==> src/rtl/core/gmfc_pkg.sv <==
// ----------------------------------------------------------------------------
// gmfc_pkg
// Shared types, constants and per-axis mapping functions of the gesture
// motion to flight command unit.
// ----------------------------------------------------------------------------
package gmfc_pkg;

   // Raw sample width and axis order inside a sample word
   localparam int SAMPLE_W = 16;
   localparam int AXIS_AX  = 0;
   localparam int AXIS_AY  = 1;
   localparam int AXIS_AZ  = 2;
   localparam int AXIS_GZ  = 3;

   // Sample kinds carried on the request tuser
   localparam logic CMD_CAL     = 1'b0;
   localparam logic CMD_CONTROL = 1'b1;

   // Register indexes of the csr port
   localparam logic [1:0] REG_DEADZONE  = 2'd0;
   localparam logic [1:0] REG_ALPHA     = 2'd1;
   localparam logic [1:0] REG_ARM_THRES = 2'd2;

   // Register reset values
   localparam logic [14:0] DEADZONE_RESET  = 15'd1200;
   localparam logic [8:0]  ALPHA_RESET     = 9'd77;
   localparam logic [10:0] ARM_THRES_RESET = 11'd1080;

   // Filter gain is in units of 1/256
   localparam logic [8:0] ALPHA_ONE   = 9'd256;
   localparam int         ALPHA_SHIFT = 8;

   // Mapping: input span +-8000, attitude span +-300, throttle 1000..2000
   localparam logic signed [16:0] IN_LIMIT  = 17'sd8000;
   localparam int                 ATT_SPAN  = 300;
   localparam logic [10:0]        THR_BASE  = 11'd1000;
   localparam int                 THR_TOP   = 2000;
   // floor(u / 5) for u < 4096 as (u * ceil(2^15 / 5)) >> 15
   localparam logic [24:0]        DIV5_RECIP = 25'd6554;
   localparam int                 DIV5_SHIFT = 15;

   typedef logic [3:0][SAMPLE_W-1:0] axis4_type;

   // Mapped targets, one beat between the map and filter stages
   typedef struct packed {
      logic                cal_done;
      logic                is_control;
      logic [10:0]         throttle;
      logic signed [9:0]   pitch;
      logic signed [9:0]   roll;
      logic signed [9:0]   yaw;
   } target_type;

   // One result beat
   typedef struct packed {
      logic                cal_done;
      logic                is_control;
      logic                arm_request;
      logic [10:0]         throttle;
      logic signed [9:0]   pitch;
      logic signed [9:0]   roll;
      logic signed [9:0]   yaw;
   } result_type;

   // Offset removal (16-bit wrap), deadzone, clamp to +-8000, then bias to 0..16000
   function automatic logic [13:0] shift_axis(input logic [15:0] raw,
                                              input logic [15:0] off,
                                              input logic [14:0] dz);
      logic [15:0]        rel;
      logic signed [16:0] r17;
      logic signed [16:0] d17;
      logic signed [16:0] v;
      logic signed [16:0] biased;
      rel = raw - off;
      r17 = 17'($signed(rel));
      d17 = $signed({2'b00, dz});
      if (r17 > -d17 && r17 < d17) begin
         v = 17'sd0;
      end else begin
         v = r17;
      end
      if (v > IN_LIMIT) begin
         v = IN_LIMIT;
      end else if (v < -IN_LIMIT) begin
         v = -IN_LIMIT;
      end
      biased = v + IN_LIMIT;
      return biased[13:0];
   endfunction

   // floor(600 * w / 16000) - 300 = floor(floor(3w / 16) / 5) - 300
   function automatic logic signed [9:0] att_target(input logic [13:0] w);
      logic [15:0]        t3;
      logic [11:0]        u;
      logic [24:0]        p;
      logic [9:0]         q;
      logic signed [10:0] s;
      t3 = 16'(w) * 16'd3;
      u  = t3[15:4];
      p  = 25'(u) * DIV5_RECIP;
      q  = p[DIV5_SHIFT +: 10];
      s  = $signed({1'b0, q}) - 11'(ATT_SPAN);
      return s[9:0];
   endfunction

   // floor(1000 * w / 16000) + 1000
   function automatic logic [10:0] thr_target(input logic [13:0] w);
      return 11'(w[13:4]) + THR_BASE;
   endfunction

endpackage

==> src/rtl/core/gmfc_map_stage.sv <==
// ----------------------------------------------------------------------------
// gmfc_map_stage
// Offset removal, deadzone and linear mapping of the four axes to flight
// targets, registered into the map stage.
// ----------------------------------------------------------------------------
module gmfc_map_stage (
   input  logic                   clock,
   input  logic                   load,
   input  logic                   cmd,
   input  gmfc_pkg::axis4_type    sample,
   input  gmfc_pkg::axis4_type    offsets,
   input  logic [14:0]            deadzone,
   input  logic                   cal_done,
   output gmfc_pkg::target_type   target
);
   import gmfc_pkg::*;

   logic [13:0] w [4];
   target_type  tgt_ff;
   target_type  tgt_in;

   // Per-axis offset, deadzone, clamp and bias
   always_comb begin
      for (int i = 0; i < 4; i++) begin
         w[i] = shift_axis(sample[i], offsets[i], deadzone);
      end
   end

   // Pitch from accel y, roll from accel x, yaw from gyro z, throttle from accel z
   always_comb begin
      tgt_in.cal_done   = cal_done;
      tgt_in.is_control = (cmd == CMD_CONTROL);
      tgt_in.throttle   = thr_target(w[AXIS_AZ]);
      tgt_in.pitch      = att_target(w[AXIS_AY]);
      tgt_in.roll       = att_target(w[AXIS_AX]);
      tgt_in.yaw        = att_target(w[AXIS_GZ]);
   end

   always_ff @(posedge clock) begin
      if (load) begin
         tgt_ff <= tgt_in;
      end
   end

   assign target = tgt_ff;

endmodule

==> config.mk <==
export PLATFORM = sky130hd
export DESIGN_NAME = gmfc_map_stage
export DESIGN_NICKNAME = d
export VERILOG_FILES = /design/src/rtl/core/gmfc_pkg.sv /design/src/rtl/core/gmfc_map_stage.sv
export SDC_FILE = /design/constraint.sdc
export NUM_CORES = 1
export LEC_CHECK = 0
export ABC_AREA = 1
export BUFFER_PORTS_ARGS = -buffer_cell sky130_fd_sc_hd__buf_2
export CAP_MARGIN = 0
export CORE_MARGIN = 2
export CORE_UTILIZATION = 45
export DETAILED_ROUTE_END_ITERATION = 6
export GPL_TIMING_DRIVEN = 0
export PLACE_DENSITY = 0.64
export SYNTH_ARGS = -nofsm -noshare
export SYNTH_HDL_FRONTEND = slang
export SYNTH_SLANG_ARGS = --single-unit
==> constraint.sdc <==
create_clock -name clock -period 9.9 [get_ports clock]
set_input_delay 0.495 -clock clock [delete_from_list [all_inputs] [get_ports clock]]
set_output_delay 0.495 -clock clock [all_outputs]
set_load 0.005 [all_outputs]
## After elaboration in Yosys (flattened, before gate mapping)

Cells that the tools add are included.
W data, S select, Z words.

| operators by class | value |
|---|---|
| magnitude comparators | 16 |
| reduce and logical (&&, ||, !) cells | 4 |
| multiplexer cells | 12 |
| $mul | 6 |
| add/sub/neg operators | 13 |

Operators by type and width:

| cell | count |
|---|---|
| $mux W14 | 8 |
| $mul A12 B12 Y24 const B | 3 |
| $gt A16 B17 Y1 | 4 |
| $gt A17 B14 Y1 const B | 4 |
| $lt A17 B14 Y1 const B | 4 |
| $mux W17 | 4 |
| $lt A16 B16 Y1 | 4 |
| $sub A16 B16 Y16 | 4 |
| $add A14 B14 Y14 const B | 4 |
| $mul A14 B2 Y16 const B | 3 |
| $sub A10 B9 Y10 const B | 3 |
| $neg A15 Y17 | 1 |
| $add A10 B10 Y11 const B | 1 |
| $logic_and A1 B1 Y1 | 4 |

| word-level totals | value |
|---|---|
| input bits | 147 |
| word-level logic and storage cells | 57 |
| flip-flop bits (word level) | 43 |

## Depth between registers and ports, before layout

| depth | value |
|---|---|
| word-level depth | 11 |
| gate-level depth with buffers | 71 |
| mapped depth without buffers | 69 |

## Worst setup path before layout

No wires, ideal clock.

| timing path | value |
|---|---|
| path kind | input -> register |
| start point | input port deadzone[1] |
| end point | register tgt_ff (netlist bit target[29]), data pin |
| path buffers | 2 |
| setup slack | -0.307 ns |
| stages on the path | 60 |
| required time | 9.640 ns |
| setup time | 0.260 ns |
| data arrival time | 9.947 ns |
| path through | inv_1 > ha_1 > nand3_1 > nor2_1 > nand2_1 > nor3_1 > nand4_1 > nor2_1 > nand3_1 > xor2_1 > ha_1 > a21oi_1 > o21ai_0 > nor2_1 > nand3_1 > o21ai_1 > nand2_4 > buf_12 > [24 not listed] > fa_1 > inv_1 > fa_1 > fa_1 > inv_1 > ha_1 > nand2_1 > nor2_1 > nand3_1 > o2111ai_1 > a21o_1 > a21o_1 > nand2_1 > nand2_1 > a21o_1 > xor2_1 > nand2_1 > xor2_1 |

RTL lines:

| element | line | text |
|---|---|---|
| start, declared | gmfc_map_stage.sv:12 | `input logic [14:0] deadzone,` |
| end signal, assigned | gmfc_map_stage.sv:41 | `tgt_ff <= tgt_in;` |
| end, declared | gmfc_map_stage.sv:19 | `target_type tgt_ff;` |

==> results.py <==
metrics = {
    "clock_network": {
        "cts.sinks": 43,
        "cts_hold_buf": 0,
        "cts-root-buf": "clkbuf_16",
        "ctsHtreeMaxLevel": 2,
        "cts-buffers-inserted": 5,
        "clk_path_buf_depth": 2,
        "path_clk_slew_ns": 0.07,
        "cts_tree": "built",
    },
    "floorplan": {
        "io_pins": 190,
        "die_y_um": 210.7,
        "start_util": 0.4574,
        "die_width_um": 210.7,
        "dieArea_sq_mm": 0.04440,
        "core.rowCount": 75,
        "core-area_sq_mm": 0.04204,
    },
    "logic_synthesis": {
        "ys_types": 52,
        "yosysWarnings": 0,
        "ys.flop_type": "edfxtp_1",
        "syn-instance-count": 2610,
        "syn-num-nets": 3362,
        "synth_edf_count": 43,
        "avgSynthCellArea_sq_um": 7.367,
        "synth_commonest_cells": "573 x inv_1, 491 x ha_1, 464 x nand2_1",
        "synth_top_area_share": 0.3195,
        "synthArstFlopShare": 0,
        "yosysMostFrequentCell": "inv_1",
        "ys_top_cells_by_area": "ha_1 32%, fa_1 12%, inv_1 11%",
        "synth_seq_cells": 43,
        "syn_area_sq_mm": 0.01923,
        "ys_seq_area_frac": 0.06715,
        "synth_top_area_cell": "ha_1",
    },
    "hold_path": {
        "hp-class": "in2reg",
        "min_from": "cmd",
        "min_to": "target[41]",
        "hold_path_depth": 1,
    },
    "sta": {
        "tightestPinTransition_ns": 1.019,
        "hold_violations": 0,
        "min_period_over_period": 1.021,
        "setup_viol": 10,
        "slew_violations": 0,
        "setup_slack_ns": -0.2106,
        "layout_min_cycle_time_ns": 10.11,
        "max_freq_mhz": 98.91,
        "grt_setup_unrepaired": "true",
        "setup_tns_ns": -0.9550,
        "slew_headroom": 0.3209,
    },
    "setup_path": {
        "required_ns": 9.96,
        "crit_top_cell": "nand2_2",
        "crit_path_max_incr_delay_ns": 0.63,
        "endpoint_kind": "flop",
        "cp-start-kind": "input port",
        "crit_arrival_ns": 10.17,
        "slowest_stage": "fa_2",
        "cp_max_fo": 4,
        "path_class": "in2reg",
    },
    "detailed_routing": {
        "drt-initial-drc-count": 896,
        "via_count": 18190,
        "routed_wl_um": 53240,
        "drc_errors": 0,
        "routedWlPerCell_um": 15.08,
        "postRouteAntennaNets": 0,
        "first_pass_iters": 5,
        "viasPerCell": 5.153,
    },
    "finish": {
        "largest_reg_flops": 43,
        "fin_cells": 3530,
        "layout-drive-gt1-share": 0.3108,
        "regArea_sq_mm": 0.001291,
        "multiInputGateArea_sq_mm": 0.01872,
        "synthToLayoutAreaGrowth_pct": 33.73,
        "final_area_sq_mm": 0.02571,
        "nFillCells": 3620,
        "fin_nets": 3740,
    },
    "global_route": {
        "grt-ovfl-total": 0,
        "grt_pass1_wl_um": 84340,
        "antenna_found_initial": 4,
        "grt.total_usage": 0.2304,
        "grt_pass1_vias": 17920,
        "grt_max_degree": 44,
    },
    "run_status": {
        "status": "finished with violations",
        "failed_checks": "setup timing",
    },
    "placement": {
        "dpl.hpwl_um": 41680,
        "dp.cells": 3338,
        "place.gp.congestion": 0.9201,
        "place_area_sq_mm": 0.02105,
        "dp_worst_setup_slack_ns": -1.956,
        "port_buffers": 189,
    },
    "job": {
        "maxCapViolCount": 0,
    },
}
-- worst max-delay path by stage --
stage	from	cells after the start	endpoint	slack (ns)
2_1_floorplan	sample[0]	66	target[18]	0.002
3_3_place_gp	deadzone[3]	57	target[19]	-1.88
3_5_place_dp	deadzone[2]	60	target[9]	-1.96
4_1_cts	offsets[0]	67	target[18]	-0.04
5_1_grt	deadzone[0]	68	target[9]	-0.70
6_report	deadzone[1]	68	target[18]	-0.21
-- placed cells by master (no fill, tap or decap), types with 7 or more instances in the layout --
cell type,instances
ha_4,74
nand2_1,380
nor3_2,7
a21oi_2,34
xor2_4,18
o21bai_1,7
nor2_4,19
a21oi_4,9
edfxtp_1,43
nand4_1,49
buf_6,24
ha_2,8
fa_1,110
nor2_1,112
nor3_4,10
a21oi_1,117
a211oi_1,7
buf_2,185
ha_1,409
nand3_2,34
a21o_1,22
nand2_2,87
o211ai_1,7
nand2_4,35
o21ai_0,30
o21ai_1,20
inv_1,519
o21ai_2,14
xnor2_1,20
nor3_1,13
inv_4,9
inv_2,52
xor2_1,65
xnor2_2,21
nor2_2,26
buf_4,161
buf_12,7
nand3_1,95
xor2_2,28
-- cells by family (layout without fill, tap and decap cells) --
| group | count (synthesis) | count (layout) | share of synthesized area |
|---|---|---|---|
| AO/OA/AOI/OAI | 307 | 307 | 0.09227 |
| flip-flops | 43 | 43 | 0.06715 |
| XOR/XNOR | 156 | 156 | 0.07106 |
| adder cells (fa/ha/maj) | 605 | 605 | 0.4382 |
| other | 0 | 2 | 0 |
| buffers and inverters | 597 | 976 | 0.1197 |
| AND/OR/NAND/NOR | 902 | 902 | 0.2116 |
-- through the flow --
step | utilization | hold WS (ns)
finish | 0.6116 | 0.3685
floorplan | - | 0.5939
global placement | 0.5007 | 0.6751
global route | 0.6116 | 0.3631
detailed placement | 0.5007 | 0.6773
CTS | 0.5625 | 0.3616
-- metal layers --
layer  wire length, um  vias to the layer above  share of wire  track usage
met5                13                        -        0.00024            0
met4              1065                        2          0.020      0.04565
met3              1950                       75          0.037      0.01769
met2             26160                      398           0.49       0.4121
met1             24040                     8525           0.45       0.3049
li1                  -                     9189              -            -
-- what timing repair did --
action / in CTS / in global routing
gates resized for setup: 296 / 297
pin swaps: 160 / 211
endpoints found under the setup margin: 30 / 23
setup buffers: 110 / 73
-- worst max-delay path: cells and delay by family --
family	cells	cell delay, ns
compound gates	8	1.03
xor+xnor	2	0.36
fa+ha+maj	10	3.43
buf+inv	16	1.47
simple gates	32	3.39
-- cell type report --
class,instances,area share
clock buffers,5,0.004866
inverters,589,0.08846
flip-flops and latches,43,0.05022
clock inverters,3,0.001800
diodes,2,0.0001946
well taps,539,0.02623
repair buffers,371,0.09630
plain buffers,8,0.003844
multi-input cells,1970,0.7281
Power is left out: the tool's default activity adds up to more than one toggle a clock period on the data nets, which glitch-free logic cannot reach.
