File: src/rtl/core/gmfc_pkg.sv
// ----------------------------------------------------------------------------
// gmfc_pkg
// Shared types, constants and per-axis mapping functions of the gesture
// motion to flight command unit.
// ----------------------------------------------------------------------------
package gmfc_pkg;

   // Raw sample width and axis order inside a sample word
   localparam int SAMPLE_W = 16;
   localparam int AXIS_AX  = 0;
   localparam int AXIS_AY  = 1;
   localparam int AXIS_AZ  = 2;
   localparam int AXIS_GZ  = 3;

   // Sample kinds carried on the request tuser
   localparam logic CMD_CAL     = 1'b0;
   localparam logic CMD_CONTROL = 1'b1;

   // Register indexes of the csr port
   localparam logic [1:0] REG_DEADZONE  = 2'd0;
   localparam logic [1:0] REG_ALPHA     = 2'd1;
   localparam logic [1:0] REG_ARM_THRES = 2'd2;

   // Register reset values
   localparam logic [14:0] DEADZONE_RESET  = 15'd1200;
   localparam logic [8:0]  ALPHA_RESET     = 9'd77;
   localparam logic [10:0] ARM_THRES_RESET = 11'd1080;

   // Filter gain is in units of 1/256
   localparam logic [8:0] ALPHA_ONE   = 9'd256;
   localparam int         ALPHA_SHIFT = 8;

   // Mapping: input span +-8000, attitude span +-300, throttle 1000..2000
   localparam logic signed [16:0] IN_LIMIT  = 17'sd8000;
   localparam int                 ATT_SPAN  = 300;
   localparam logic [10:0]        THR_BASE  = 11'd1000;
   localparam int                 THR_TOP   = 2000;
   // floor(u / 5) for u < 4096 as (u * ceil(2^15 / 5)) >> 15
   localparam logic [24:0]        DIV5_RECIP = 25'd6554;
   localparam int                 DIV5_SHIFT = 15;

   typedef logic [3:0][SAMPLE_W-1:0] axis4_type;

   // Mapped targets, one beat between the map and filter stages
   typedef struct packed {
      logic                cal_done;
      logic                is_control;
      logic [10:0]         throttle;
      logic signed [9:0]   pitch;
      logic signed [9:0]   roll;
      logic signed [9:0]   yaw;
   } target_type;

   // One result beat
   typedef struct packed {
      logic                cal_done;
      logic                is_control;
      logic                arm_request;
      logic [10:0]         throttle;
      logic signed [9:0]   pitch;
      logic signed [9:0]   roll;
      logic signed [9:0]   yaw;
   } result_type;

   // Offset removal (16-bit wrap), deadzone, clamp to +-8000, then bias to 0..16000
   function automatic logic [13:0] shift_axis(input logic [15:0] raw,
                                              input logic [15:0] off,
                                              input logic [14:0] dz);
      logic [15:0]        rel;
      logic signed [16:0] r17;
      logic signed [16:0] d17;
      logic signed [16:0] v;
      logic signed [16:0] biased;
      rel = raw - off;
      r17 = 17'($signed(rel));
      d17 = $signed({2'b00, dz});
      if (r17 > -d17 && r17 < d17) begin
         v = 17'sd0;
      end else begin
         v = r17;
      end
      if (v > IN_LIMIT) begin
         v = IN_LIMIT;
      end else if (v < -IN_LIMIT) begin
         v = -IN_LIMIT;
      end
      biased = v + IN_LIMIT;
      return biased[13:0];
   endfunction

   // floor(600 * w / 16000) - 300 = floor(floor(3w / 16) / 5) - 300
   function automatic logic signed [9:0] att_target(input logic [13:0] w);
      logic [15:0]        t3;
      logic [11:0]        u;
      logic [24:0]        p;
      logic [9:0]         q;
      logic signed [10:0] s;
      t3 = 16'(w) * 16'd3;
      u  = t3[15:4];
      p  = 25'(u) * DIV5_RECIP;
      q  = p[DIV5_SHIFT +: 10];
      s  = $signed({1'b0, q}) - 11'(ATT_SPAN);
      return s[9:0];
   endfunction

   // floor(1000 * w / 16000) + 1000
   function automatic logic [10:0] thr_target(input logic [13:0] w);
      return 11'(w[13:4]) + THR_BASE;
   endfunction

endpackage

File: src/rtl/core/gmfc_cal_unit.sv
// ----------------------------------------------------------------------------
// gmfc_cal_unit
// Calibration accumulators, sample counter and offset divider. The divide
// by the sample count runs in the cycle after the last calibration beat.
// ----------------------------------------------------------------------------
module gmfc_cal_unit #(
   parameter int CAL_SAMPLES = 300
) (
   input  logic                clock,
   input  logic                reset,
   input  logic                step,      // calibration beat enters the map stage
   input  gmfc_pkg::axis4_type sample,
   output gmfc_pkg::axis4_type offsets,
   output logic                done,      // this beat completes a calibration run
   output logic                busy       // divider cycle, hold the pipeline
);
   import gmfc_pkg::*;

   localparam int CNT_W  = (CAL_SAMPLES > 1) ? $clog2(CAL_SAMPLES) : 1;
   localparam int SUM_W  = SAMPLE_W + $clog2(CAL_SAMPLES + 1);
   localparam int MAG_W  = SUM_W - 1;
   localparam int DIV_L  = (CAL_SAMPLES > 1) ? $clog2(CAL_SAMPLES) : 0;
   localparam int DIV_SH = MAG_W + DIV_L;
   localparam int REC_W  = MAG_W + 1;
   localparam int PROD_W = MAG_W + REC_W;
   // ceil(2^DIV_SH / CAL_SAMPLES): exact floor divide for magnitudes below 2^MAG_W
   localparam logic [63:0] DIV_ONE   = 64'd1 << DIV_SH;
   localparam logic [63:0] DIV_RECIP = (DIV_ONE + 64'(CAL_SAMPLES) - 64'd1)
                                       / 64'(CAL_SAMPLES);
   localparam logic [REC_W-1:0] RECIP = DIV_RECIP[REC_W-1:0];

   logic signed [SUM_W-1:0]  sum_ff   [4];
   logic signed [SUM_W-1:0]  sum_in   [4];
   logic signed [SUM_W-1:0]  sum_new  [4];
   logic [MAG_W-1:0]         mag_ff   [4];
   logic [MAG_W-1:0]         mag_in   [4];
   logic [3:0]               neg_ff;
   logic [3:0]               neg_in;
   logic [PROD_W-1:0]        prod     [4];
   logic [SAMPLE_W-1:0]      quo      [4];
   logic [CNT_W-1:0]         cnt_ff;
   logic [CNT_W-1:0]         cnt_in;
   logic                     busy_ff;
   logic                     busy_in;
   axis4_type                off_ff;
   axis4_type                off_in;
   logic                     last_sample;

   assign last_sample = (cnt_ff == CNT_W'(CAL_SAMPLES - 1));
   assign done        = step && last_sample;
   assign busy        = busy_ff;
   assign offsets     = off_ff;
   assign busy_in     = done;

   // Running sums and magnitude/sign of the final sums
   always_comb begin
      for (int i = 0; i < 4; i++) begin
         sum_new[i] = sum_ff[i] + SUM_W'($signed(sample[i]));
         if (sum_new[i] < 0) begin
            mag_in[i] = MAG_W'(-sum_new[i]);
         end else begin
            mag_in[i] = MAG_W'(sum_new[i]);
         end
         neg_in[i] = sum_new[i] < 0;
         if (!step) begin
            sum_in[i] = sum_ff[i];
         end else if (last_sample) begin
            sum_in[i] = '0;
         end else begin
            sum_in[i] = sum_new[i];
         end
      end
   end

   // Counter
   always_comb begin
      if (!step) begin
         cnt_in = cnt_ff;
      end else if (last_sample) begin
         cnt_in = '0;
      end else begin
         cnt_in = cnt_ff + 1'b1;
      end
   end

   // Reciprocal multiply, truncate toward zero
   always_comb begin
      for (int i = 0; i < 4; i++) begin
         prod[i]   = PROD_W'(mag_ff[i]) * PROD_W'(RECIP);
         quo[i]    = prod[i][DIV_SH +: SAMPLE_W];
         off_in[i] = neg_ff[i] ? -quo[i] : quo[i];
      end
   end

   // Control state
   always_ff @(posedge clock) begin
      if (reset) begin
         for (int i = 0; i < 4; i++) begin
            sum_ff[i] <= '0;
         end
         cnt_ff  <= '0;
         busy_ff <= 1'b0;
         off_ff  <= '0;
      end else begin
         for (int i = 0; i < 4; i++) begin
            sum_ff[i] <= sum_in[i];
         end
         cnt_ff  <= cnt_in;
         busy_ff <= busy_in;
         if (busy_ff) begin
            off_ff <= off_in;
         end
      end
   end

   // Divider operands
   always_ff @(posedge clock) begin
      if (done) begin
         for (int i = 0; i < 4; i++) begin
            mag_ff[i] <= mag_in[i];
         end
         neg_ff <= neg_in;
      end
   end

`ifndef ASSERT_OFF
   // divider busy flag drops again in the cycle after it rises
   a_busy_single: assert property (@(posedge clock) disable iff (reset)
      busy_ff |=> !busy_ff)
      else $error("divider busy for more than one cycle");

   // pipeline must hold while offsets are being computed
   a_no_step_busy: assert property (@(posedge clock) disable iff (reset)
      !(step && busy_ff))
      else $error("calibration beat taken during divide");

   a_cnt_range: assert property (@(posedge clock) disable iff (reset)
      cnt_ff <= CNT_W'(CAL_SAMPLES - 1))
      else $error("calibration count out of range");
`endif

endmodule

File: config.mk
export PLATFORM = sky130hd
export DESIGN_NAME = gmfc_cal_unit
export DESIGN_NICKNAME = d
export VERILOG_FILES = /design/src/rtl/core/gmfc_pkg.sv /design/src/rtl/core/gmfc_cal_unit.sv
export SDC_FILE = /design/constraint.sdc
export NUM_CORES = 2
export LEC_CHECK = 0
export ABC_AREA = 1
export BUFFER_PORTS_ARGS = -buffer_cell sky130_fd_sc_hd__buf_2
export CORE_MARGIN = 2
export CORE_UTILIZATION = 25
export CTS_CLUSTER_SIZE = 24
export DETAILED_ROUTE_END_ITERATION = 16
export PLACE_DENSITY = 0.35
export SYNTH_ARGS = -nofsm -noshare
export SYNTH_HDL_FRONTEND = slang
export SYNTH_SLANG_ARGS = --single-unit
export TNS_END_PERCENT = 1
File: constraint.sdc
create_clock -name clock -period 20.2 [get_ports clock]
set_input_delay 1.01 -clock clock [delete_from_list [all_inputs] [get_ports clock]]
set_output_delay 1.01 -clock clock [all_outputs]
set_load 0.01 [all_outputs]
# --- After elaboration in Yosys (flattened, before gate mapping) ---
# Memory sizes are Yosys's and may differ from the RTL's.
# Cells that the tools add are included.
word_totals:
  mem_bits_rw: 196
  out_inout_bits: 66
  register_bits: 78
  wordCells: 62
  n_memories: 2
  inputBits: 67
mem_list:
  columns: ["name", "depth", "width", "rd", "rd_clocked_by_memory_dff", "wr", "line_no", "rtl"]
  rows:
  - ["sum_ff", 4, 25, 4, 0, 4, "gmfc_cal_unit.sv:32", "logic signed [SUM_W-1:0] sum_ff [4];"]
  - ["mag_ff", 4, 24, 4, 0, 4, "gmfc_cal_unit.sv:35", "logic [MAG_W-1:0] mag_ff [4];"]
classes:
  mul: 4
  muxes: 26
  n_reduce_logical: 1
  magnitude_cmp: 4
  bitwise: 4
  addsub: 13
  n_eq_ne: 1
ops:
  columns: ["op", "count"]
  rows:
  - ["25-bit 2-to-1 mux", 12]
  - ["24-bit by 23-bit multiplier with 47-bit output (second input constant)", 4]
  - ["25-bit by 16-bit adder with 25-bit output", 4]
  - ["25-bit by 1-bit less-than comparator with 1-bit output (second input constant)", 4]
  - ["24-bit 2-to-1 mux", 4]
  - ["24-bit negation", 4]
  - ["16-bit 2-to-1 mux", 4]
  - ["16-bit negation", 4]
  - ["9-bit by 1-bit adder with 9-bit output (second input constant)", 1]
  - ["9-bit == test (second input constant)", 1]
  - ["9-bit 2-to-1 mux", 1]
  - ["1-bit 2-to-1 mux", 5]
  - ["1-bit bitwise OR", 4]
  - ["1-bit logical AND", 1]

# --- Logic depth before layout (Yosys ltp) ---
# An unclocked memory read counts as a cell.
logic_depth:
  ltp_word: 5
  depth_mapped: 36
  depth_no_buf: 36

# --- Worst setup path before layout ---
# OpenSTA, ideal clock, no wires.
synth_timing:
  path_kind: "input port to output port"
  from: "input step"
  to: "output done"
  arrival_time_ns: 5.580
  cell_stages: 3
  n_path_buf: 1
  path_slack_ns: 13.610
  t_required_ns: 19.190
  cell_sequence: "inv_1 -> clkbuf_1 -> nor2_1"
synth_via:
  elab_chain_len: 1
synth_rtl:
  columns: ["item", "line_no", "rtl"]
  rows:
  - ["start, declared", "gmfc_cal_unit.sv:11", "input logic step,"]
  - ["1-bit logical AND", "gmfc_cal_unit.sv:50", "assign done = step && last_sample;"]
  - ["end, declared", "gmfc_cal_unit.sv:14", "output logic done,"]
# No other way between the ends.

==> results.cfg <==
[clock_tree]
insertion_delay_ps = 700
cts.clk_slew.worst_paths_ps = 50
ctsLongestPathBuffers = 3
post_cts_buffers = 0
hold_buffers = 0
cts_resized = 0
cts_buffers = 46
cts-root-buf = clkbuf_16
cts_max_level = 2
cts_tree = built
cts.sinks = 274

[yosys]
synth.cell_area_mm2 = 0.0609
synth_seq_area_share_pct = 10.6
ys_warn_count = 0
syn-num-nets = 10000
syn_inst = 8172
synth_xor_area_share_pct = 2.63
synthAdderAreaFrac_pct = 46.3
synthArstFlopShare_pct = 0
synth-simple-area-share_pct = 21.7
muxShareOfSynthArea_pct = 0
synth_edf_count = 100
synth.largest_area_cell = fa_1
ys_seq_elements = 274
synth_top_area_share_pct = 27.1
yosys.cell_types.count = 60
synth_top_family_by_area = adder cells
synth_compound_area_share_pct = 5.87
avgSynthCellArea_um2 = 7.46
synth_flop_cell = dfxtp_1
netlist_top_cells_area = fa_1, ha_1, nand2_1, inv_1, dfxtp_1

[grt]
grt_start_max_net_pins = 88
grt_pass1_vias = 52500
grt_usage_pct = 16.9
grt_pass1_wl_mm = 323
grt_antenna_before_repair = 16
grt.overflow.total = 0

[hold_path]
hold_depth = 2
hold_path.class = reg -> reg

[floorplanning]
dieWidth_um = 498
core_mm2 = 0.243
rows = 181
io_pins = 133
die_area_mm2 = 0.248
initial_core_util_pct = 25.1
die_y_um = 498

[power_and_ir_drop]
swShare_pct = 37.7
p_sw_mw = 0.812
p_total_mw = 2.16
p_leak_nw = 36.4
pwr-share-comb_pct = 31.1
p_int_mw = 1.34
clkPwrFrac_pct = 39.0
power.share.sequential_pct = 29.9
power.density_mw_per_mm2 = 32.2
ir_worst_vdd_mv = 0.0646

[worst_setup_path]
required_ps = 20710
slowest_stage = fa_1
criticalPathCategory = reg -> reg
crit_arrival_ps = 7710
crit_top_cell = fa_1
critical-path-max-stage-delay_ps = 570
cp_top_family = adder cells
crit_cells = 29
reg2reg_depth = 29
critPathBufInv = 6
cp_max_fo = 6
startpoint_type = flop
worst_setup_path_end_kind = flop

[timing]
relSlewSlack_pct = 35.1
fin_crit_sh_pct = 35.7
setup_violations = 0
drv_slew = 0
post-route-min-period_ps = 7200
rsz0062_at_grt = false
tightest_slew_ps = 972
final-hold-violation-count = 0
timing.final.ws_setup_ps = 13000
tns_ps = 0
finalClockSkew_ps = 99.3
max_freq_mhz = 139

[detailed_routing]
via_count = 49200
via_per_inst = 4.27
wl_mm = 209
drt-wirelength-per-cell_um = 18.1
detail_route.drc_violations = 0
first_iter_violations = 2421
firstDrtPassIters = 7
drtAntennaViolNets = 0

[layout]
area_growth_pct = 9.98
final_layout_size_suffix_gt1_share_pct = 4.13
layout_common_cells = nand2_1, inv_1, ha_1
stdcell_area_mm2 = 0.0670
layout.area.seq_mm2 = 0.00649
layout_commonest_cell = nand2_1
multi_input_area_mm2 = 0.0466
layout.nets = 10100
fill_cells = 26900

[job]
drv_cap = 0

[placement]
gp_congestion = 0.876
dpl.hpwl_mm = 185
placed_cell_area_mm2 = 0.0654
port_buffers = 132
place_worst_setup_slack_ps = 13000

[status]
status = finished clean
## synth_stat cells (5+ instances only)
cell / count
nand3_1: 297
nor3_1: 63
nand2_2: 20
buf_1: 5
o21ai_0: 134
and2_1: 5
dfxtp_1: 174
xnor2_1: 44
fa_1: 824
inv_2: 12
nor2_2: 23
nand4_1: 66
xnor2_2: 6
nand3_2: 7
nor4_1: 8
nor3_2: 9
buf_2: 9
a21oi_1: 363
nand2_1: 2053
a21o_1: 19
xor2_1: 117
nor2_1: 648
inv_1: 1999
ha_1: 937
clkbuf_1: 58
nand3b_1: 23
a21oi_2: 17
or2_2: 7
edfxtp_1: 100
o211ai_1: 16
o21bai_1: 35
o21ai_1: 13
## stage by stage
stage	instances	util, %	hold slack [ps]
6_report	11500	27.6	464
5_1_grt	11500	27.6	484
4_1_cts	11500	27.6	468
3_5_place_dp	11400	27.0	460
3_3_place_gp	11400	27.0	456
2_1_floorplan	8172	-	449
## final cells by class
class                           instances  area share (%)
Multi-Input combinational cell       5811            69.5
Antenna cell                            2         0.00747
Timing Repair Buffer                  145            1.14
Sequential cell                       274            9.68
Clock inverter                         26           0.573
Clock buffer                           58            1.80
Inverter                             2013            11.3
Tap cell                             3202            5.98
## kinds of logic (layout without fill, tap and decap cells)
group | Yosys count | count (layout)
other | 0 | 2
and+or+nand+nor | 3243 | 3243
AOI/OAI and AO/OA | 635 | 635
xor gates and xnor gates | 172 | 172
DFF | 274 | 274
adders and majority gates | 1761 | 1761
buffers and inverters | 2087 | 2242
## state kept, by name, indices dropped and copies added, names as in the netlist
name and count:
neg_ff 4, mag_ff 96, cnt_ff 9, offsets 64, busy 1, sum_ff 100
## layer usage
metal / vias to the layer above / track usage (%) / part of all wire, %
met1: 23500 / 24.2 / 50
met3: 131 / 1.61 / 2.7
met2: 579 / 28.0 / 45
met5: - / 0 / 0.026
li1: 25000 / - / -
met4: 10 / 2.53 / 1.4
## worst min-delay path: cells and delay by family, from the launching register on
kind	cells	cell delay [ps]
AOI/OAI and AO/OA	1	50
DFF	1	300
and+or+nand+nor	1	60
## worst paths after layout
path,startpoint,end,slack (ps)
max reg2reg,mag_ff[2][14],offsets[44],13000
min,offsets[17],offsets[17],460
max,mag_ff[2][14],offsets[44],13000
min reg2reg,offsets[17],offsets[17],460
## power by group through the flow
stage	clock [mW]	combinational (mW)	sequential (mW)
after floorplan	0	0.491	0.651
after detailed placement	0	0.679	0.656
final	0.840	0.672	0.644
after global routing	0.898	0.771	0.648
after CTS	0.882	0.682	0.644
after global placement	0	0.684	0.655
Note: power is estimated with default switching activity, not from simulation.
