<file path="src/rtl/core/gmfc_pkg.sv">
// ----------------------------------------------------------------------------
// gmfc_pkg
// Shared types, constants and per-axis mapping functions of the gesture
// motion to flight command unit.
// ----------------------------------------------------------------------------
package gmfc_pkg;

   // Raw sample width and axis order inside a sample word
   localparam int SAMPLE_W = 16;
   localparam int AXIS_AX  = 0;
   localparam int AXIS_AY  = 1;
   localparam int AXIS_AZ  = 2;
   localparam int AXIS_GZ  = 3;

   // Sample kinds carried on the request tuser
   localparam logic CMD_CAL     = 1'b0;
   localparam logic CMD_CONTROL = 1'b1;

   // Register indexes of the csr port
   localparam logic [1:0] REG_DEADZONE  = 2'd0;
   localparam logic [1:0] REG_ALPHA     = 2'd1;
   localparam logic [1:0] REG_ARM_THRES = 2'd2;

   // Register reset values
   localparam logic [14:0] DEADZONE_RESET  = 15'd1200;
   localparam logic [8:0]  ALPHA_RESET     = 9'd77;
   localparam logic [10:0] ARM_THRES_RESET = 11'd1080;

   // Filter gain is in units of 1/256
   localparam logic [8:0] ALPHA_ONE   = 9'd256;
   localparam int         ALPHA_SHIFT = 8;

   // Mapping: input span +-8000, attitude span +-300, throttle 1000..2000
   localparam logic signed [16:0] IN_LIMIT  = 17'sd8000;
   localparam int                 ATT_SPAN  = 300;
   localparam logic [10:0]        THR_BASE  = 11'd1000;
   localparam int                 THR_TOP   = 2000;
   // floor(u / 5) for u < 4096 as (u * ceil(2^15 / 5)) >> 15
   localparam logic [24:0]        DIV5_RECIP = 25'd6554;
   localparam int                 DIV5_SHIFT = 15;

   typedef logic [3:0][SAMPLE_W-1:0] axis4_type;

   // Mapped targets, one beat between the map and filter stages
   typedef struct packed {
      logic                cal_done;
      logic                is_control;
      logic [10:0]         throttle;
      logic signed [9:0]   pitch;
      logic signed [9:0]   roll;
      logic signed [9:0]   yaw;
   } target_type;

   // One result beat
   typedef struct packed {
      logic                cal_done;
      logic                is_control;
      logic                arm_request;
      logic [10:0]         throttle;
      logic signed [9:0]   pitch;
      logic signed [9:0]   roll;
      logic signed [9:0]   yaw;
   } result_type;

   // Offset removal (16-bit wrap), deadzone, clamp to +-8000, then bias to 0..16000
   function automatic logic [13:0] shift_axis(input logic [15:0] raw,
                                              input logic [15:0] off,
                                              input logic [14:0] dz);
      logic [15:0]        rel;
      logic signed [16:0] r17;
      logic signed [16:0] d17;
      logic signed [16:0] v;
      logic signed [16:0] biased;
      rel = raw - off;
      r17 = 17'($signed(rel));
      d17 = $signed({2'b00, dz});
      if (r17 > -d17 && r17 < d17) begin
         v = 17'sd0;
      end else begin
         v = r17;
      end
      if (v > IN_LIMIT) begin
         v = IN_LIMIT;
      end else if (v < -IN_LIMIT) begin
         v = -IN_LIMIT;
      end
      biased = v + IN_LIMIT;
      return biased[13:0];
   endfunction

   // floor(600 * w / 16000) - 300 = floor(floor(3w / 16) / 5) - 300
   function automatic logic signed [9:0] att_target(input logic [13:0] w);
      logic [15:0]        t3;
      logic [11:0]        u;
      logic [24:0]        p;
      logic [9:0]         q;
      logic signed [10:0] s;
      t3 = 16'(w) * 16'd3;
      u  = t3[15:4];
      p  = 25'(u) * DIV5_RECIP;
      q  = p[DIV5_SHIFT +: 10];
      s  = $signed({1'b0, q}) - 11'(ATT_SPAN);
      return s[9:0];
   endfunction

   // floor(1000 * w / 16000) + 1000
   function automatic logic [10:0] thr_target(input logic [13:0] w);
      return 11'(w[13:4]) + THR_BASE;
   endfunction

endpackage

</file>
<file path="src/rtl/core/gmfc_filter_stage.sv">
// ----------------------------------------------------------------------------
// gmfc_filter_stage
// First-order low-pass filters of the four flight channels and the result
// register.
// ----------------------------------------------------------------------------
module gmfc_filter_stage #(
   parameter int FRAC_BITS = 8
) (
   input  logic                   clock,
   input  logic                   reset,
   input  logic                   load,
   input  gmfc_pkg::target_type   target,
   input  logic [8:0]             alpha,
   input  logic [10:0]            arm_thres,
   output gmfc_pkg::result_type   result
);
   import gmfc_pkg::*;

   localparam int ATT_W  = 10 + FRAC_BITS;
   localparam int THR_W  = 11 + FRAC_BITS;
   localparam int ATT_PW = ATT_W + 11;
   localparam int THR_PW = THR_W + 12;
   localparam logic signed [ATT_W-1:0] ATT_LIMIT = ATT_W'(ATT_SPAN) << FRAC_BITS;
   localparam logic [THR_W-1:0] THR_LO = THR_W'(THR_BASE) << FRAC_BITS;
   localparam logic [THR_W-1:0] THR_HI = THR_W'(THR_TOP) << FRAC_BITS;

   logic signed [ATT_W-1:0]  att_f_ff  [3];
   logic signed [ATT_W-1:0]  att_f_in  [3];
   logic signed [ATT_W-1:0]  att_tgt   [3];
   logic signed [ATT_W:0]    att_diff  [3];
   logic signed [ATT_PW-1:0] att_prod  [3];
   logic signed [ATT_PW-1:0] att_step  [3];
   logic signed [ATT_W-1:0]  att_whole [3];
   logic signed [ATT_W-1:0]  att_int   [3];
   logic [THR_W-1:0]         thr_f_ff;
   logic [THR_W-1:0]         thr_f_in;
   logic [THR_W-1:0]         thr_tgt;
   logic signed [THR_PW-1:0] thr_diff;
   logic signed [THR_PW-1:0] thr_prod;
   logic signed [THR_PW-1:0] thr_sum;
   logic [10:0]              thr_int;
   logic signed [ATT_PW-1:0] alpha_att;
   logic signed [THR_PW-1:0] alpha_thr;
   result_type               res_ff;
   result_type               res_in;

   assign alpha_att  = ATT_PW'($signed({1'b0, alpha}));
   assign alpha_thr  = THR_PW'($signed({1'b0, alpha}));
   assign att_tgt[0] = ATT_W'(target.pitch) <<< FRAC_BITS;
   assign att_tgt[1] = ATT_W'(target.roll) <<< FRAC_BITS;
   assign att_tgt[2] = ATT_W'(target.yaw) <<< FRAC_BITS;

   // Attitude filters: f + floor(alpha * (target - f) / 256)
   always_comb begin
      for (int i = 0; i < 3; i++) begin
         att_diff[i] = (ATT_W + 1)'(att_tgt[i]) - (ATT_W + 1)'(att_f_ff[i]);
         att_prod[i] = ATT_PW'(att_diff[i]) * alpha_att;
         att_step[i] = att_prod[i] >>> ALPHA_SHIFT;
         if (target.is_control) begin
            att_f_in[i] = att_f_ff[i] + ATT_W'(att_step[i]);
         end else begin
            att_f_in[i] = att_f_ff[i];
         end
         // integer part, truncated toward zero
         att_whole[i] = att_f_in[i] >>> FRAC_BITS;
         if (att_f_in[i][ATT_W-1] && (|att_f_in[i][FRAC_BITS-1:0])) begin
            att_int[i] = att_whole[i] + 1'b1;
         end else begin
            att_int[i] = att_whole[i];
         end
      end
   end

   // Throttle filter, always positive
   always_comb begin
      thr_tgt  = THR_W'(target.throttle) << FRAC_BITS;
      thr_diff = THR_PW'($signed({1'b0, thr_tgt})) - THR_PW'($signed({1'b0, thr_f_ff}));
      thr_prod = thr_diff * alpha_thr;
      thr_sum  = THR_PW'($signed({1'b0, thr_f_ff})) + (thr_prod >>> ALPHA_SHIFT);
      if (target.is_control) begin
         thr_f_in = thr_sum[THR_W-1:0];
      end else begin
         thr_f_in = thr_f_ff;
      end
      thr_int = thr_f_in[THR_W-1:FRAC_BITS];
   end

   // Result beat
   always_comb begin
      res_in.cal_done    = target.cal_done;
      res_in.is_control  = target.is_control;
      res_in.arm_request = thr_int < arm_thres;
      res_in.throttle    = thr_int;
      res_in.pitch       = att_int[0][9:0];
      res_in.roll        = att_int[1][9:0];
      res_in.yaw         = att_int[2][9:0];
   end

   // Filter state
   always_ff @(posedge clock) begin
      if (reset) begin
         for (int i = 0; i < 3; i++) begin
            att_f_ff[i] <= '0;
         end
         thr_f_ff <= THR_LO;
      end else if (load) begin
         for (int i = 0; i < 3; i++) begin
            att_f_ff[i] <= att_f_in[i];
         end
         thr_f_ff <= thr_f_in;
      end
   end

   always_ff @(posedge clock) begin
      if (load) begin
         res_ff <= res_in;
      end
   end

   assign result = res_ff;

`ifndef ASSERT_OFF
   // filters never leave the span of their targets
   a_att_range: assert property (@(posedge clock) disable iff (reset)
      att_f_ff[0] <= ATT_LIMIT && att_f_ff[0] >= -ATT_LIMIT &&
      att_f_ff[1] <= ATT_LIMIT && att_f_ff[1] >= -ATT_LIMIT &&
      att_f_ff[2] <= ATT_LIMIT && att_f_ff[2] >= -ATT_LIMIT)
      else $error("attitude filter out of range");

   a_thr_range: assert property (@(posedge clock) disable iff (reset)
      thr_f_ff >= THR_LO && thr_f_ff <= THR_HI)
      else $error("throttle filter out of range");
`endif

endmodule

</file>
<file path="config.mk">
export PLATFORM = sky130hd
export DESIGN_NAME = gmfc_filter_stage
export DESIGN_NICKNAME = d
export VERILOG_FILES = /design/src/rtl/core/gmfc_pkg.sv /design/src/rtl/core/gmfc_filter_stage.sv
export SDC_FILE = /design/constraint.sdc
export NUM_CORES = 2
export LEC_CHECK = 0
export BUFFER_PORTS_ARGS = -buffer_cell sky130_fd_sc_hd__buf_2
export CORE_MARGIN = 2
export CORE_UTILIZATION = 57
export CTS_CLUSTER_SIZE = 28
export DETAILED_ROUTE_END_ITERATION = 8
export GPL_TIMING_DRIVEN = 0
export PLACE_DENSITY_LB_ADDON = 0.3
export SLEW_MARGIN = 20
export SYNTH_ARGS = -nofsm -noshare
export SYNTH_HDL_FRONTEND = slang
export SYNTH_SLANG_ARGS = --single-unit
</file>
<file path="constraint.sdc">
create_clock -name clock -period 12.5 [get_ports clock]
set_clock_uncertainty 0.1 [all_clocks]
set_input_delay 2.5 -clock clock [delete_from_list [all_inputs] [get_ports clock]]
set_output_delay 2.5 -clock clock [all_outputs]
set_load 0.02 [all_outputs]
</file>
# Yosys cells after proc, flatten, opt, wreduce, memory -nomap -nowiden
# Memories as Yosys holds them, arrays and structs flattened.
# Index checks and enable logic that the tools add are counted.
[totals]
mem_bits_rw = 54
wordCells = 51
out_inout_bits = 44
mem_count = 1
reg_bits = 63
[mem_list]
columns = ["memory", "depth", "width", "read_ports", "rd_clocked_by_memory_dff", "wr", "line", "rtl"]
rows = [
  ["att_f_ff", 3, 18, 3, 0, 3, "gmfc_filter_stage.sv:27", "logic signed [ATT_W-1:0] att_f_ff [3];"],
]
[op_classes]
n_mul = 4
addsub = 11
muxes = 15
bitwise = 3
n_reduce_logical = 7
magnitude_cmp = 1
[ops]
columns = ["cell", "n"]
rows = [
  ["18-bit two-way mux", 6],
  ["19-bit by 10-bit multiplier with 26-bit output", 3],
  ["18-bit by 18-bit subtractor with 19-bit output", 3],
  ["18-bit adder", 3],
  ["10-bit by 2-bit adder with 10-bit output, second input constant", 3],
  ["10-bit two-way mux", 3],
  ["20-bit by 10-bit multiplier with 27-bit output", 1],
  ["8-bit OR reduction", 3],
  ["19-bit by 19-bit subtractor with 20-bit output", 1],
  ["19-bit adder", 1],
  ["19-bit two-way mux", 1],
  ["11-bit < comparator", 1],
  ["1-bit two-way mux", 5],
  ["1-bit logical AND", 3],
  ["1-bit bitwise OR", 3],
  ["2-bit AND reduction", 1],
]

# Depth between registers and ports, before layout
# An unclocked memory read counts as a cell.
[logic_depth]
word_depth = 8
ltp_mapped = 49
depth_no_buf = 48

# Least setup slack after synthesis
# Ideal clock, no wire load.
[synth_timing]
path_kind = "input to register"
start = "input target[0] (netlist name)"
end = "register res_ff, in the netlist result[1], data pin"
required_time_ps = 12138
arrival_time_ps = 10914
path_stages = 37
n_path_buf = 0
path_slack_ps = 1224
path_cell_list = "ha_1 -> or4b_4 -> nor3_1 -> nor2_1 -> xnor2_1 -> nand2_1 -> fa_1 -> inv_1 -> fa_1 -> inv_1 -> fa_1 -> inv_1 -> fa_1 -> inv_1 -> fa_1 -> inv_1 -> ha_1 -> a21oi_1 -> nor2b_1 -> o311a_1 -> o31a_1 -> o21a_1 -> o21a_1 -> o21a_1 -> nor2_1 -> xnor2_1 -> ha_1 -> or2_2 -> nor4_1 -> a211oi_1 -> a211oi_1 -> xnor3_1 -> and3_4 -> o21ai_2 -> xnor2_4 -> nor2_2 -> mux2_1"
[synth_lines]
columns = ["item", "line", "rtl"]
rows = [
  ["from (decl)", "gmfc_filter_stage.sv:12", "input gmfc_pkg::target_type target,"],
  ["to (signal assigned)", "gmfc_filter_stage.sv:116", "res_ff <= res_in;"],
  ["to (decl)", "gmfc_filter_stage.sv:44", "result_type res_ff;"],
]

==> flow_summary_export.csv <==
group,metric,value,unit
yosys,syn_avg_cell_area,8.816,sq um
final_layout,drive_gt1_share,5.406,%
global_route,grtUsageTotal,29.61,%
sta,fmax,83.65,MHz
detailed_routing,first_pass_iters,6,
die,coreArea,56390,sq um
sta,slew_viol_final,0,
detailed_routing,vias_per_cell,5.534,
cts,clock_path_buffers,2,
yosys,async_flop_share,0,%
yosys,synth_enable_flop_cells,98,
critical_path,ff2ff_setup_slack,1.92,ns
worst_hold_path,hold_path_depth,1,
worst_hold_path,hold_path.class,"reg2reg",
placement,gp_congestion,0.9227,
sta,tns,0,ns
critical_path,cp_max_fo,10,
critical_path,r2r_cells,38,
yosys,post-synth-top-area-cell,"fa_1",
die,start_util,57.68,%
cts,clk_latency,0.50,ns
flow_run,maxCapViolations,0,
yosys,synth_most_common_cell,"inv_1",
yosys,synthesis.nets,4631,
final_layout,area_growth,6.767,%
yosys,yosys.area_share.simple,18.44,%
yosys,netlist_area,32520,sq um
die,io_pins,110,
sta,worst_pin_slew,1.196,ns
global_route,grt_pass1_vias,25580,
cts,clock_sinks,117,
die,fp.dieH,242.9,microns
yosys,synth_cell_types,92,
detailed_routing,drt_iter0_markers,1939,
global_route,antenna_found_initial,3,
sta,period_share,95.64,%
die,die_area,58980,sq um
critical_path,reg2reg_from,"att_f_ff[0][36]",
outcome,status,"completed",
placement,dp_hpwl,66690,microns
final_layout,nFillCells,4980,
yosys,synthCells,3689,
die,die-width,242.9,microns
final_layout,post-route-cell-area,34720,sq um
placement,port_buffers,104,
cts,cts_tree,"built",
sta,rsz0062_at_grt,"yes",
detailed_routing,drc_errors,0,
detailed_routing,drt-total-wl,82980,microns
placement,placed_area,34030,sq um
detailed_routing,ant_nets,0,
yosys,yosysWarningCount,0,
yosys,synthAdderAreaFrac,45.96,%
critical_path,cp-start-kind,"input pin",
yosys,seq_area_frac_synth,10.22,%
cts,cts_max_level,4,
cts,cts_buffers,17,
critical_path,required,12.64,ns
global_route,grt_max_degree,46,
yosys,synthMuxAreaShare,1.477,%
critical_path,crit_top_cell,"fa_1",
sta,fin_crit,11.96,ns
sta,slew-limit-headroom,20.24,%
critical_path,cpPeakStageDelay,0.81,ns
critical_path,crit_type,"in2reg",
critical_path,crit_arrival,12.09,ns
cts,clk_pin_slew_worst_paths,0.06,ns
global_route,grt_overflow,0,
critical_path,reg2reg_to,"result[1]",
global_route,grt_pass1_wl,135800,microns
detailed_routing,vias,25380,
yosys,synth_top_family_by_area,"adder cells",
sta,finalSetupViolCount,0,
cts,ctsHoldBuffers,0,
yosys,synth_compound_gate_area_share,7.602,%
detailed_routing,wl_per_cell,18.09,microns
worst_hold_path,worstHoldStart,"thr_f_ff[14]",
die,rows,87,
sta,final_hold_viol_count,0,
yosys,yosysTopAreaCellShare,32.69,%
yosys,synthXorXnorAreaFrac,6.686,%
worst_hold_path,hold_end,"thr_f_ff[14]",
yosys,synth.area.top_cells,"fa_1, ha_1, edfxtp_1",
yosys,synthFlopType,"edfxtp_1",
critical_path,slowest_stage,"xor2_1",
final_layout,final_nets,4758,
yosys,synth_common_cells,"inv_1, fa_1, nand2_1",
cts,root_buffer,"clkbuf_16",
critical_path,end_kind,"register",
yosys,synth_seq_cells,117,
[worst max-delay path by stage]
stage | startpoint | end | slack, ns
after global routing | target[30] | result[41] | -0.1
after global placement | target[30] | result[41] | -0.26
after floorplan | target[0] | result[1] | 1.22
after detailed placement | target[30] | result[41] | -0.33
final | target[10] | result[11] | 0.54
after CTS | target[30] | result[41] | 0.18
[logic make-up (layout without fill, tap and decap cells)]
group | after synthesis | after routing
adders and majority gates | 876 | 876
xor gates and xnor gates | 238 | 238
other | 0 | 1
AOI/OAI and AO/OA | 374 | 374
buffers and inverters | 829 | 969
and+or+nand+nor | 1208 | 1208
DFF | 117 | 117
muxes | 47 | 47
[placed cells by master (no fill, tap or decap), types with 7 or more instances in the layout]
cell type,count
xor2_1,42
inv_1,727
o21ai_0,59
buf_2,107
clkbuf_1,85
edfxtp_1,98
nand4_1,17
nand3_1,31
nor2b_1,25
o21a_1,32
ha_1,345
mux2i_1,42
a21oi_1,131
a211oi_1,20
and3_1,18
o21bai_1,11
or3_1,12
fa_1,531
and2_1,346
dfxtp_1,19
clkinvlp_4,8
a21o_1,34
xnor2_2,13
xnor2_1,175
a31oi_1,11
nor2_1,209
clkbuf_16,17
o31ai_1,7
nand2_1,414
nand2b_1,26
nor4_1,13
nor3_1,57
[registers in the layout, summed over array words and instances (netlist names)]
name      flops
att_f_ff     54
result       44
thr_f_ff     19
[cell type report]
| class | instances | area (sq um) | area share (%) |
|---|---|---|---|
| timing repair buffer | 110 | 588.1 | 1.694 |
| sequential | 117 | 3323 | 9.570 |
| inverter | 727 | 2729 | 7.859 |
| multi-input combinational | 2743 | 26200 | 75.45 |
| clock buffer | 17 | 425.4 | 1.225 |
| antenna | 1 | 2.502 | 0.007207 |
| tap | 756 | 945.9 | 2.724 |
| clock inverter | 15 | 108.9 | 0.3135 |
| buffer | 100 | 402.9 | 1.160 |
[critical path, delay by kind of cell]
kind	cells	cell delay [ns]
compound gates	7	2.06
xor+xnor	4	1.53
fa+ha+maj	8	3.33
buf+inv	4	0.27
mux	1	0.31
simple gates	11	2.09
[per-stage QoR]
| stage | setup WS, ns | hold WS, ns | instances | util [%] |
|---|---|---|---|---|
| after global routing | -0.09975 | 0.4608 | 4586 | 61.58 |
| final | 0.5449 | 0.4251 | 4586 | 61.58 |
| after floorplan | 1.224 | 0.3869 | 3689 | - |
| after global placement | -0.2557 | 0.4029 | 4549 | 60.28 |
| after CTS | 0.1786 | 0.4255 | 4582 | 61.29 |
| after detailed placement | -0.3274 | 0.4112 | 4550 | 60.35 |
[routing by layer]
metal  wire (microns)  global-route usage (%)  up-vias
li1                 -                       -    11840
met1            34950                   39.94    12580
met2            38320                   47.41      818
met3             6434                   5.750      148
met4             3263                   11.26        2
met5               13                       0        -
[what timing repair did]
| item | in CTS | in global routing |
|---|---|---|
| resized for setup | 0 | 21 |
| setup endpoints to repair | 0 | 21 |
| buffers inserted | 0 | 5 |
Power is left out: the tool's default activity adds up to more than one toggle a clock period on the data nets, which glitch-free logic cannot reach.
